--- config.mk ---
export PLATFORM = sky130hd
export DESIGN_NAME = failover_host_selector
export DESIGN_NICKNAME = d
export VERILOG_FILES = /design/src/sv/fhs_pkg.sv /design/src/sv/fhs_ram.sv /design/src/sv/fhs_mod_unit.sv /design/src/sv/failover_host_selector.sv
export SDC_FILE = /design/constraint.sdc
export NUM_CORES = 1
export LEC_CHECK = 0
export ABC_AREA = 0
export BUFFER_PORTS_ARGS = -buffer_cell sky130_fd_sc_hd__buf_2
export CAP_MARGIN = 40
export CORE_UTILIZATION = 55
export DETAILED_ROUTE_END_ITERATION = 7
export PLACE_DENSITY = 0.72
export SLEW_MARGIN = 20
export SYNTH_ARGS = -nofsm -noshare
export SYNTH_HDL_FRONTEND = slang
export SYNTH_SLANG_ARGS = --single-unit
--- constraint.sdc ---
create_clock -name clk -period 10.02 [get_ports clk]
set_input_delay 2.004 -clock clk [delete_from_list [all_inputs] [get_ports clk]]
set_output_delay 2.004 -clock clk [all_outputs]
set_load 0.02 [all_outputs]
--- src/sv/fhs_pkg.sv ---
// Shared types, constants and a helper function for the failover host selector.
package fhs_pkg;

    localparam int MAX_HOSTS     = 16;
    localparam int IDX_W         = (MAX_HOSTS > 1) ? $clog2(MAX_HOSTS) : 1;
    localparam int CNT_W         = $clog2(MAX_HOSTS + 1);
    localparam int HC_W          = 5;
    localparam int BACKOFF_W     = 32;
    localparam int RND_W         = 32;
    localparam int ENTRY_W       = 4;
    localparam int TIME_W        = 64;
    localparam int CHOSEN_W      = 4;
    localparam int CFG_IDX_W     = 8;
    localparam int CFG_DATA_W    = 32;
    localparam int IN_DATA_W     = 104;
    localparam int OUT_DATA_W    = 8;

    localparam logic [HC_W-1:0]      HOST_COUNT_RESET = HC_W'(1);
    localparam logic [BACKOFF_W-1:0] BACKOFF_RESET    = BACKOFF_W'(10000000);

    localparam logic [CFG_IDX_W-1:0] CFG_HOST_COUNT = CFG_IDX_W'(0);
    localparam logic [CFG_IDX_W-1:0] CFG_BACKOFF    = CFG_IDX_W'(1);

    localparam logic OP_SELECT   = 1'b0;
    localparam logic OP_MARK_BAD = 1'b1;

    typedef enum logic [2:0] {
        ST_IDLE,
        ST_MOD,
        ST_RD,
        ST_CMP,
        ST_MARK
    } state_t;

    typedef struct packed {
        logic             done;
        logic [IDX_W-1:0] rem;
    } mod_status_t;

    function automatic logic [CNT_W-1:0] eff_count(input logic [HC_W-1:0] hc);
        logic [HC_W+CNT_W-1:0] wide;
        logic [CNT_W-1:0]      n;
        wide = (HC_W + CNT_W)'(hc);
        if (wide == '0)
            n = CNT_W'(1);
        else if (wide > (HC_W + CNT_W)'(MAX_HOSTS))
            n = CNT_W'(MAX_HOSTS);
        else
            n = CNT_W'(hc);
        return n;
    endfunction

endpackage

--- src/sv/fhs_ram.sv ---
// Generic single-port-write, single-port-read RAM with a registered read.
module fhs_ram #(
    parameter int WIDTH = 64,
    parameter int DEPTH = 16
) (
    input  logic                                    clk,
    input  logic                                    we,
    input  logic [((DEPTH > 1) ? $clog2(DEPTH) : 1)-1:0] waddr,
    input  logic [WIDTH-1:0]                        wdata,
    input  logic [((DEPTH > 1) ? $clog2(DEPTH) : 1)-1:0] raddr,
    output logic [WIDTH-1:0]                        rdata
);

    logic [WIDTH-1:0] mem [DEPTH];
    logic [WIDTH-1:0] rdata_reg;

    always_ff @(posedge clk)
    begin
        if (we)
        begin
            mem[waddr] <= wdata;
        end
        rdata_reg <= mem[raddr];
    end

    assign rdata = rdata_reg;

endmodule

--- src/sv/fhs_mod_unit.sv ---
// Bit-serial restoring remainder unit: random value modulo the host count.
module fhs_mod_unit (
    input  logic                       clk,
    input  logic                       rst_n,
    input  logic                       start,
    input  logic [fhs_pkg::RND_W-1:0]  dividend,
    input  logic [fhs_pkg::CNT_W-1:0]  divisor,
    output fhs_pkg::mod_status_t       status
);

    localparam int STEP_W = $clog2(fhs_pkg::RND_W);

    logic                        busy_reg, busy_next;
    logic                        done_reg, done_next;
    logic [STEP_W-1:0]           step_reg, step_next;
    logic [fhs_pkg::RND_W-1:0]   dvd_reg, dvd_next;
    logic [fhs_pkg::CNT_W-1:0]   dvs_reg, dvs_next;
    logic [fhs_pkg::CNT_W-1:0]   rem_reg, rem_next;
    logic [fhs_pkg::CNT_W:0]     shifted;

    always_ff @(posedge clk or negedge rst_n)
    begin
        if (!rst_n)
        begin
            busy_reg <= 1'b0;
            done_reg <= 1'b0;
            step_reg <= '0;
        end
        else
        begin
            busy_reg <= busy_next;
            done_reg <= done_next;
            step_reg <= step_next;
        end
    end

    always_ff @(posedge clk)
    begin
        dvd_reg <= dvd_next;
        dvs_reg <= dvs_next;
        rem_reg <= rem_next;
    end

    always_comb
    begin
        busy_next = busy_reg;
        done_next = 1'b0;
        step_next = step_reg;
        dvd_next  = dvd_reg;
        dvs_next  = dvs_reg;
        rem_next  = rem_reg;
        shifted   = {rem_reg, dvd_reg[fhs_pkg::RND_W-1]};
        if (start)
        begin
            busy_next = 1'b1;
            step_next = STEP_W'(fhs_pkg::RND_W - 1);
            dvd_next  = dividend;
            dvs_next  = divisor;
            rem_next  = '0;
        end
        else if (busy_reg)
        begin
            dvd_next = {dvd_reg[fhs_pkg::RND_W-2:0], 1'b0};
            if (shifted >= {1'b0, dvs_reg})
                rem_next = fhs_pkg::CNT_W'(shifted - {1'b0, dvs_reg});
            else
                rem_next = fhs_pkg::CNT_W'(shifted);
            if (step_reg == '0)
            begin
                busy_next = 1'b0;
                done_next = 1'b1;
            end
            else
            begin
                step_next = step_reg - STEP_W'(1);
            end
        end
    end

    assign status.done = done_reg;
    assign status.rem  = rem_reg[fhs_pkg::IDX_W-1:0];

endmodule

--- src/sv/failover_host_selector.sv ---
// Top level of the failover host selector: sequencer, deadline table and result register.
//
// A select transaction first runs the modulo phase (the bit-serial remainder unit, then the
// handover of the remainder), then passes each probed entry through a registered table read
// (ST_RD) and a deadline compare (ST_CMP), for up to n entries, where n is the host count
// in use. The final compare holds for as long as the previous result still waits in the
// output register. A mark-bad transaction passes through ST_MARK and gives no result. The
// block takes one transaction at a time; a finished result waits in an output register
// while the next transaction is accepted. Deadlines are held in a RAM with one valid bit
// per entry, cleared at reset, so no clearing pass is needed after reset.
module failover_host_selector (
    input  logic                             clk,
    input  logic                             rst_n,
    input  logic                             cfg_valid,
    output logic                             cfg_ready,
    input  logic [fhs_pkg::CFG_IDX_W-1:0]    cfg_index,
    input  logic [fhs_pkg::CFG_DATA_W-1:0]   cfg_data,
    input  logic                             s_axis_tvalid,
    output logic                             s_axis_tready,
    // random_value [31:0], entry_index [35:32], now_time [99:36], zero [103:100]
    input  logic [fhs_pkg::IN_DATA_W-1:0]    s_axis_tdata,
    // op [0]
    input  logic                             s_axis_tuser,
    output logic                             m_axis_tvalid,
    input  logic                             m_axis_tready,
    // chosen_index [3:0], zero [7:4]
    output logic [fhs_pkg::OUT_DATA_W-1:0]   m_axis_tdata,
    // all_blocked [0]
    output logic                             m_axis_tuser
);

    localparam int RND_LO   = 0;
    localparam int ENTRY_LO = RND_LO + fhs_pkg::RND_W;
    localparam int TIME_LO  = ENTRY_LO + fhs_pkg::ENTRY_W;

    fhs_pkg::state_t                  state_reg, state_next;
    logic [fhs_pkg::HC_W-1:0]         host_count_reg, host_count_next;
    logic [fhs_pkg::BACKOFF_W-1:0]    backoff_reg, backoff_next;
    logic [fhs_pkg::CNT_W-1:0]        n_reg, n_next;
    logic [fhs_pkg::CNT_W-1:0]        probed_reg, probed_next;
    logic [fhs_pkg::IDX_W-1:0]        pos_reg, pos_next;
    logic [fhs_pkg::ENTRY_W-1:0]      idx_reg, idx_next;
    logic [fhs_pkg::TIME_W-1:0]       now_reg, now_next;
    logic [fhs_pkg::MAX_HOSTS-1:0]    valid_reg, valid_next;
    logic                             out_valid_reg, out_valid_next;
    logic [fhs_pkg::CHOSEN_W-1:0]     out_idx_reg, out_idx_next;
    logic                             out_blk_reg, out_blk_next;

    logic                             in_accept;
    logic                             div_start;
    fhs_pkg::mod_status_t             div_st;
    logic                             ram_we;
    logic [fhs_pkg::TIME_W-1:0]       ram_wdata;
    logic [fhs_pkg::TIME_W-1:0]       ram_rdata;
    logic [fhs_pkg::TIME_W-1:0]       deadline;
    logic [fhs_pkg::TIME_W:0]         sum;
    logic                             slot_free;
    logic [fhs_pkg::CNT_W-1:0]        probed_inc;

    assign cfg_ready     = 1'b1;
    assign s_axis_tready = (state_reg == fhs_pkg::ST_IDLE);
    assign in_accept     = s_axis_tvalid && s_axis_tready;
    assign slot_free     = !out_valid_reg || m_axis_tready;

    assign sum = {1'b0, now_reg} + {{(fhs_pkg::TIME_W + 1 - fhs_pkg::BACKOFF_W){1'b0}}, backoff_reg};
    assign ram_wdata = sum[fhs_pkg::TIME_W] ? {fhs_pkg::TIME_W{1'b1}} : sum[fhs_pkg::TIME_W-1:0];
    assign deadline  = valid_reg[pos_reg] ? ram_rdata : '0;
    assign probed_inc = probed_reg + fhs_pkg::CNT_W'(1);

    fhs_mod_unit u_mod (
        .clk      (clk),
        .rst_n    (rst_n),
        .start    (div_start),
        .dividend (s_axis_tdata[RND_LO +: fhs_pkg::RND_W]),
        .divisor  (fhs_pkg::eff_count(host_count_reg)),
        .status   (div_st)
    );

    fhs_ram #(
        .WIDTH (fhs_pkg::TIME_W),
        .DEPTH (fhs_pkg::MAX_HOSTS)
    ) u_table (
        .clk   (clk),
        .we    (ram_we),
        .waddr (fhs_pkg::IDX_W'(idx_reg)),
        .wdata (ram_wdata),
        .raddr (pos_reg),
        .rdata (ram_rdata)
    );

    always_ff @(posedge clk or negedge rst_n)
    begin
        if (!rst_n)
        begin
            state_reg      <= fhs_pkg::ST_IDLE;
            host_count_reg <= fhs_pkg::HOST_COUNT_RESET;
            backoff_reg    <= fhs_pkg::BACKOFF_RESET;
            valid_reg      <= '0;
            out_valid_reg  <= 1'b0;
            n_reg          <= fhs_pkg::CNT_W'(1);
            probed_reg     <= '0;
            pos_reg        <= '0;
        end
        else
        begin
            state_reg      <= state_next;
            host_count_reg <= host_count_next;
            backoff_reg    <= backoff_next;
            valid_reg      <= valid_next;
            out_valid_reg  <= out_valid_next;
            n_reg          <= n_next;
            probed_reg     <= probed_next;
            pos_reg        <= pos_next;
        end
    end

    always_ff @(posedge clk)
    begin
        idx_reg     <= idx_next;
        now_reg     <= now_next;
        out_idx_reg <= out_idx_next;
        out_blk_reg <= out_blk_next;
    end

    always_comb
    begin
        state_next      = state_reg;
        host_count_next = host_count_reg;
        backoff_next    = backoff_reg;
        valid_next      = valid_reg;
        n_next          = n_reg;
        probed_next     = probed_reg;
        pos_next        = pos_reg;
        idx_next        = idx_reg;
        now_next        = now_reg;
        out_valid_next  = out_valid_reg && !m_axis_tready;
        out_idx_next    = out_idx_reg;
        out_blk_next    = out_blk_reg;
        div_start       = 1'b0;
        ram_we          = 1'b0;

        if (cfg_valid)
        begin
            unique case (cfg_index)
                fhs_pkg::CFG_HOST_COUNT: host_count_next = cfg_data[fhs_pkg::HC_W-1:0];
                fhs_pkg::CFG_BACKOFF:    backoff_next    = cfg_data[fhs_pkg::BACKOFF_W-1:0];
                default:                 ;
            endcase
        end

        unique case (state_reg)
            fhs_pkg::ST_IDLE:
            begin
                if (in_accept)
                begin
                    n_next   = fhs_pkg::eff_count(host_count_reg);
                    idx_next = s_axis_tdata[ENTRY_LO +: fhs_pkg::ENTRY_W];
                    now_next = s_axis_tdata[TIME_LO +: fhs_pkg::TIME_W];
                    if (s_axis_tuser == fhs_pkg::OP_MARK_BAD)
                    begin
                        state_next = fhs_pkg::ST_MARK;
                    end
                    else
                    begin
                        div_start  = 1'b1;
                        state_next = fhs_pkg::ST_MOD;
                    end
                end
            end
            fhs_pkg::ST_MOD:
            begin
                if (div_st.done)
                begin
                    pos_next    = div_st.rem;
                    probed_next = '0;
                    state_next  = fhs_pkg::ST_RD;
                end
            end
            fhs_pkg::ST_RD:
            begin
                state_next = fhs_pkg::ST_CMP;
            end
            fhs_pkg::ST_CMP:
            begin
                if (!(now_reg < deadline) || probed_inc == n_reg)
                begin
                    if (slot_free)
                    begin
                        out_valid_next = 1'b1;
                        out_idx_next   = fhs_pkg::CHOSEN_W'(pos_reg);
                        out_blk_next   = (now_reg < deadline);
                        state_next     = fhs_pkg::ST_IDLE;
                    end
                end
                else
                begin
                    probed_next = probed_inc;
                    if (fhs_pkg::CNT_W'(pos_reg) + fhs_pkg::CNT_W'(1) == n_reg)
                        pos_next = '0;
                    else
                        pos_next = pos_reg + fhs_pkg::IDX_W'(1);
                    state_next = fhs_pkg::ST_RD;
                end
            end
            fhs_pkg::ST_MARK:
            begin
                if (fhs_pkg::CNT_W'(idx_reg) < n_reg)
                begin
                    ram_we = 1'b1;
                    valid_next[fhs_pkg::IDX_W'(idx_reg)] = 1'b1;
                end
                state_next = fhs_pkg::ST_IDLE;
            end
            default:
            begin
                state_next = fhs_pkg::ST_IDLE;
            end
        endcase
    end

    assign m_axis_tvalid = out_valid_reg;
    assign m_axis_tdata  = fhs_pkg::OUT_DATA_W'(out_idx_reg);
    assign m_axis_tuser  = out_blk_reg;

    a_probe_bound: assert property (@(posedge clk) disable iff (!rst_n)
        (state_reg == fhs_pkg::ST_CMP) |-> (probed_reg < n_reg))
        else $error("probe count reached the host count without finishing");

    a_pos_bound: assert property (@(posedge clk) disable iff (!rst_n)
        (state_reg == fhs_pkg::ST_RD || state_reg == fhs_pkg::ST_CMP)
            |-> (fhs_pkg::CNT_W'(pos_reg) < n_reg))
        else $error("probe position beyond the entries in use");

    a_mod_done_state: assert property (@(posedge clk) disable iff (!rst_n)
        div_st.done |-> (state_reg == fhs_pkg::ST_MOD))
        else $error("modulo unit finished outside the modulo phase");

    a_result_from_cmp: assert property (@(posedge clk) disable iff (!rst_n)
        $rose(m_axis_tvalid) |-> ($past(state_reg) == fhs_pkg::ST_CMP))
        else $error("result raised without a finished probe");

endmodule
==> reports/results.txt <==
status -> completed
Antenna Diode Count -> 0
overall die area -> 96400 µm²
buffer type at the clock tree root -> sky130_fd_sc_hd__clkbuf_16
Crit. End Element -> flip-flop
cts repair resizes -> 0
switching part of the total power -> 0.290
total number of vias -> 30300
number of synthesis warnings -> 0
CTS Buf Count -> 132
fraction of the core area covered by cells at the end of the flow -> 0.633
proportion of power drawn by the clock network -> 0.322
Worst-Margin Slew -> 0.891 ns
Logic pwr share -> 0.229
final weighted congestion of routability-driven global placement -> 0.902
clock edge transition at the registers on the reported setup and hold paths -> 0.06 ns
later-pin clock latency in the skew report -> 0.75 ns
maximum capacitance violations -> 0
final clock period utilization by the worst path -> 0.690
cell types occupying the most area after synthesis -> sky130_fd_sc_hd__edfxtp_1, sky130_fd_sc_hd__mux4_2, sky130_fd_sc_hd__mux2i_1, sky130_fd_sc_hd__dfrtp_1, sky130_fd_sc_hd__dfxtp_1
count of buffer and inverter cells on the critical path -> 2
number of enable flip-flop cells after synthesis -> 1134
number of stages on the worst hold path -> 1
synthesized flop and latch total -> 1281
WHS -> 0.466 ns
number of cells produced by synthesis -> 3159
highest attainable clock frequency -> 145 MHz
number of routed nets with antenna violations -> 0
overall track demand over capacity in global routing -> 0.267
H-tree levels -> 4
layout-stage area growth over the synthesis result -> 13.4%
critical path peak fanout -> 35
commonest non-fill, non-tap cells in the layout -> sky130_fd_sc_hd__edfxtp_1, sky130_fd_sc_hd__nand2_1, sky130_fd_sc_hd__mux2i_1
count of standard-cell rows -> 112
met1 track utilization from global routing -> 0.372
sequential cell area fraction in the yosys report -> 0.714
sum of overflow across all layers after global routing -> 0
clock tree sinks -> 1281
cell taking the most area after synthesis -> sky130_fd_sc_hd__edfxtp_1
fraction of post-synthesis cell area in the top cell type by area -> 0.650
layer carrying the most global-route usage -> met2
chain of cells forming the critical path -> nor2b_4, buf_16, a221oi_1, o21ai_0, nand2_2, buf_4, nand2_1, ha_1, nand4_1, or2_2, nor4_1, o41ai_1, and4_1, nor4b_4, o31ai_2, mux2_2
power density over cell area -> 251 nW/µm²
final-layout setup total negative slack -> 0 ns
arrival time of data at the critical path endpoint -> 7.54 ns
# DRC -> 0
slowest cell on the critical path -> sky130_fd_sc_hd__dfrtp_4
Rel. slew slack -> 0.400
category of the worst setup path launch point -> flip-flop
GRT met2 Usage -> 0.431
number of cells in the finished layout apart from fillers -> 4736
power spent charging and discharging nets -> 0.00431 W
via count of the first global-routing pass -> 30400
number of filler cells placed in the layout -> 6434
destination of the worst hold path -> valid_reg[1]$_DFFE_PN0P_
post-detailed-placement half-perimeter wirelength -> 74300 µm
Critical Path Stages -> 16
most frequent standard cell in the layout excluding fill and tap cells -> sky130_fd_sc_hd__edfxtp_1
wire per inst -> 27.2 µm
largest net degree at the start of global routing -> 111
sum of internal, switching and leakage power -> 0.0149 W
flip-flop count of the largest register after layout -> 1024
area of the core -> 93700 µm²
category of the critical setup timing path -> flip-flop to flip-flop
number of buffers on the longest clock path -> 3
initial core utilization -> 0.558
drt pass-1 iters -> 7
worst clock skew on the final layout -> 0.0302 ns
area of the mapped netlist -> 52400 µm²
Final Routed Wirelength -> 129000 µm
met3 Resource Use GR -> 0.0442
worst reg2reg path endpoint -> pos_reg[1]$_DFFE_PN0P_
Distinct cells, synth -> 77
Die W -> 311 µm
Critical Path Max Stage Delay -> 0.82 ns
hold-fix buffer count after cts -> 0
type of the worst min-delay path -> flip-flop to flip-flop
Peak VDD IR -> 167 µV
die height -> 311 µm
leakage power -> 20.9 nW
violation count after the first detailed-routing iteration -> 3531
boundary pin count -> 162
area used by multi-input combinational logic -> 14300 µm²
footprint of the flip-flops and latches -> 37400 µm²
RSZ-0062 raised after global routing -> no
Post-synth ARST share -> 0.0609
count of nets after finishing -> 3635
global-route wire length before repair -> 191000 µm
buffers added on ports -> 152
final number of max-transition violations -> 0
number of endpoints with negative hold slack in the final report -> 0
initial antenna violation count -> 4
number of cells on the worst reg-to-reg path -> 16
via-per-instance ratio -> 6.39
CTS tree -> yes
post-CTS setup-driven buffer insertion count -> 0
worst hold path startpoint -> valid_reg[1]$_DFFE_PN0P_
mean post-synth cell area -> 16.6 µm²
Data required, critical path -> 10.64 ns
instance count after placement with tap cells included -> 4485
fraction of power consumed by sequential logic -> 0.450
R2R setup slack -> 3.10 ns
proportion of layout cells with a drive suffix above 1 -> 0.191
launching point of the worst reg2reg path -> pos_reg[1]$_DFFE_PN0P_
gate family responsible for the most delay along the worst path -> simple AND/OR/NAND/NOR gates
Int Power -> 0.0106 W
main flop type after synthesis -> sky130_fd_sc_hd__edfxtp_1
minimum clock period -> 6.92 ns
setup violation total in the final timing report -> 0
[worst reg2reg max path, stage by stage (launching register included)]
cell and delay (ns):
sky130_fd_sc_hd__dfrtp_4 0.82, sky130_fd_sc_hd__nor2b_4 0.22, sky130_fd_sc_hd__buf_16 0.22, sky130_fd_sc_hd__a221oi_1 0.52, sky130_fd_sc_hd__o21ai_0 0.22, sky130_fd_sc_hd__nand2_2 0.67, sky130_fd_sc_hd__buf_4 0.55, sky130_fd_sc_hd__nand2_1 0.13
sky130_fd_sc_hd__ha_1 0.33, sky130_fd_sc_hd__nand4_1 0.14, sky130_fd_sc_hd__or2_2 0.37, sky130_fd_sc_hd__nor4_1 0.80, sky130_fd_sc_hd__o41ai_1 0.17, sky130_fd_sc_hd__and4_1 0.33, sky130_fd_sc_hd__nor4b_4 0.17, sky130_fd_sc_hd__o31ai_2 0.71
sky130_fd_sc_hd__mux2_2 0.42
[power groups by stage]
stage / clock (W) / sequential (W) / combinational [W]
detailed placement: 0 / 0.00678 / 0.00333
global placement: 0 / 0.00680 / 0.00314
finish: 0.00478 / 0.00669 / 0.00340
CTS: 0.00485 / 0.00668 / 0.00337
floorplan: 0 / 0.00659 / 0.00253
global route: 0.00505 / 0.00671 / 0.00370
[per-stage QoR]
step | setup WS (ns) | instance area, µm²
after global routing | 2.80 | 59300
after floorplan | 3.35 | 52400
after detailed placement | 3.40 | 55000
final | 3.10 | 59300
after CTS | 3.37 | 59200
after global placement | 3.21 | 54600
[worst max path at each step]
| stage | from | endpoint |
|---|---|---|
| final | pos_reg[1]$_DFFE_PN0P_ | pos_reg[1]$_DFFE_PN0P_ |
| after global routing | pos_reg[1]$_DFFE_PN0P_ | pos_reg[1]$_DFFE_PN0P_ |
| after CTS | pos_reg[2]$_DFFE_PN0P_ | pos_reg[1]$_DFFE_PN0P_ |
| after detailed placement | pos_reg[2]$_DFFE_PN0P_ | pos_reg[1]$_DFFE_PN0P_ |
| after global placement | pos_reg[2]$_DFFE_PN0P_ | probed_reg[2]$_DFFE_PN0P_ |
| after floorplan | idx_reg[1]$_DFFE_PP_ | valid_reg[8]$_DFFE_PN0P_ |
[routing by layer]
layer / vias up / wire length, µm
li1: 13000 / -
met3: 217 / 10500
met4: 0 / 3030
met5: - / 0
met1: 15500 / 53100
met2: 1537 / 62100
[Yosys cell counts, types with 9 or more instances]
master,number
sky130_fd_sc_hd__nand2_1,322
sky130_fd_sc_hd__and3_1,22
sky130_fd_sc_hd__nor2b_1,10
sky130_fd_sc_hd__mux2i_1,262
sky130_fd_sc_hd__a21o_1,32
sky130_fd_sc_hd__nor3_1,21
sky130_fd_sc_hd__a21oi_1,61
sky130_fd_sc_hd__buf_1,38
sky130_fd_sc_hd__mux2_2,43
sky130_fd_sc_hd__a31oi_1,18
sky130_fd_sc_hd__a22oi_1,64
sky130_fd_sc_hd__edfxtp_1,1134
sky130_fd_sc_hd__o211ai_1,10
sky130_fd_sc_hd__o21ai_1,9
sky130_fd_sc_hd__nor2_1,58
sky130_fd_sc_hd__and2_1,15
sky130_fd_sc_hd__clkbuf_1,98
sky130_fd_sc_hd__dfstp_2,10
sky130_fd_sc_hd__nand3_1,35
sky130_fd_sc_hd__xor2_1,20
sky130_fd_sc_hd__dfxtp_1,69
sky130_fd_sc_hd__dfrtp_1,68
sky130_fd_sc_hd__or2_2,19
sky130_fd_sc_hd__mux4_2,130
sky130_fd_sc_hd__o21a_1,10
sky130_fd_sc_hd__inv_1,32
sky130_fd_sc_hd__o21ai_0,111
sky130_fd_sc_hd__nand4_1,25
sky130_fd_sc_hd__xnor2_1,33
sky130_fd_sc_hd__nor4_1,9
sky130_fd_sc_hd__ha_1,107
sky130_fd_sc_hd__nand2b_1,16
sky130_fd_sc_hd__a211oi_1,15
sky130_fd_sc_hd__a221oi_1,132
[final cells by class]
| type | count | area share |
|---|---|---|
| flip-flops and latches | 1281 | 0.630 |
| multi-input cells | 1689 | 0.241 |
| clock buffers | 178 | 0.0610 |
| repair buffers | 238 | 0.0290 |
| well taps | 1254 | 0.0264 |
| clock inverters | 62 | 0.0102 |
| inverters | 34 | 0.00217 |
[cell families (layout without fill, tap and decap cells)]
| kind of cell | after synthesis | after routing | share of synthesized area |
|---|---|---|---|
| flops | 1281 | 1281 | 0.714 |
| mux | 435 | 435 | 0.115 |
| other cells | 2 | 5 | 0.000143 |
| fa+ha+maj | 109 | 109 | 0.0263 |
| xor+xnor | 53 | 53 | 0.00887 |
| simple gates | 579 | 579 | 0.0513 |
| compound gates | 508 | 508 | 0.0682 |
| buf+inv | 192 | 512 | 0.0155 |
Note: power is estimated with default switching activity, not from simulation.
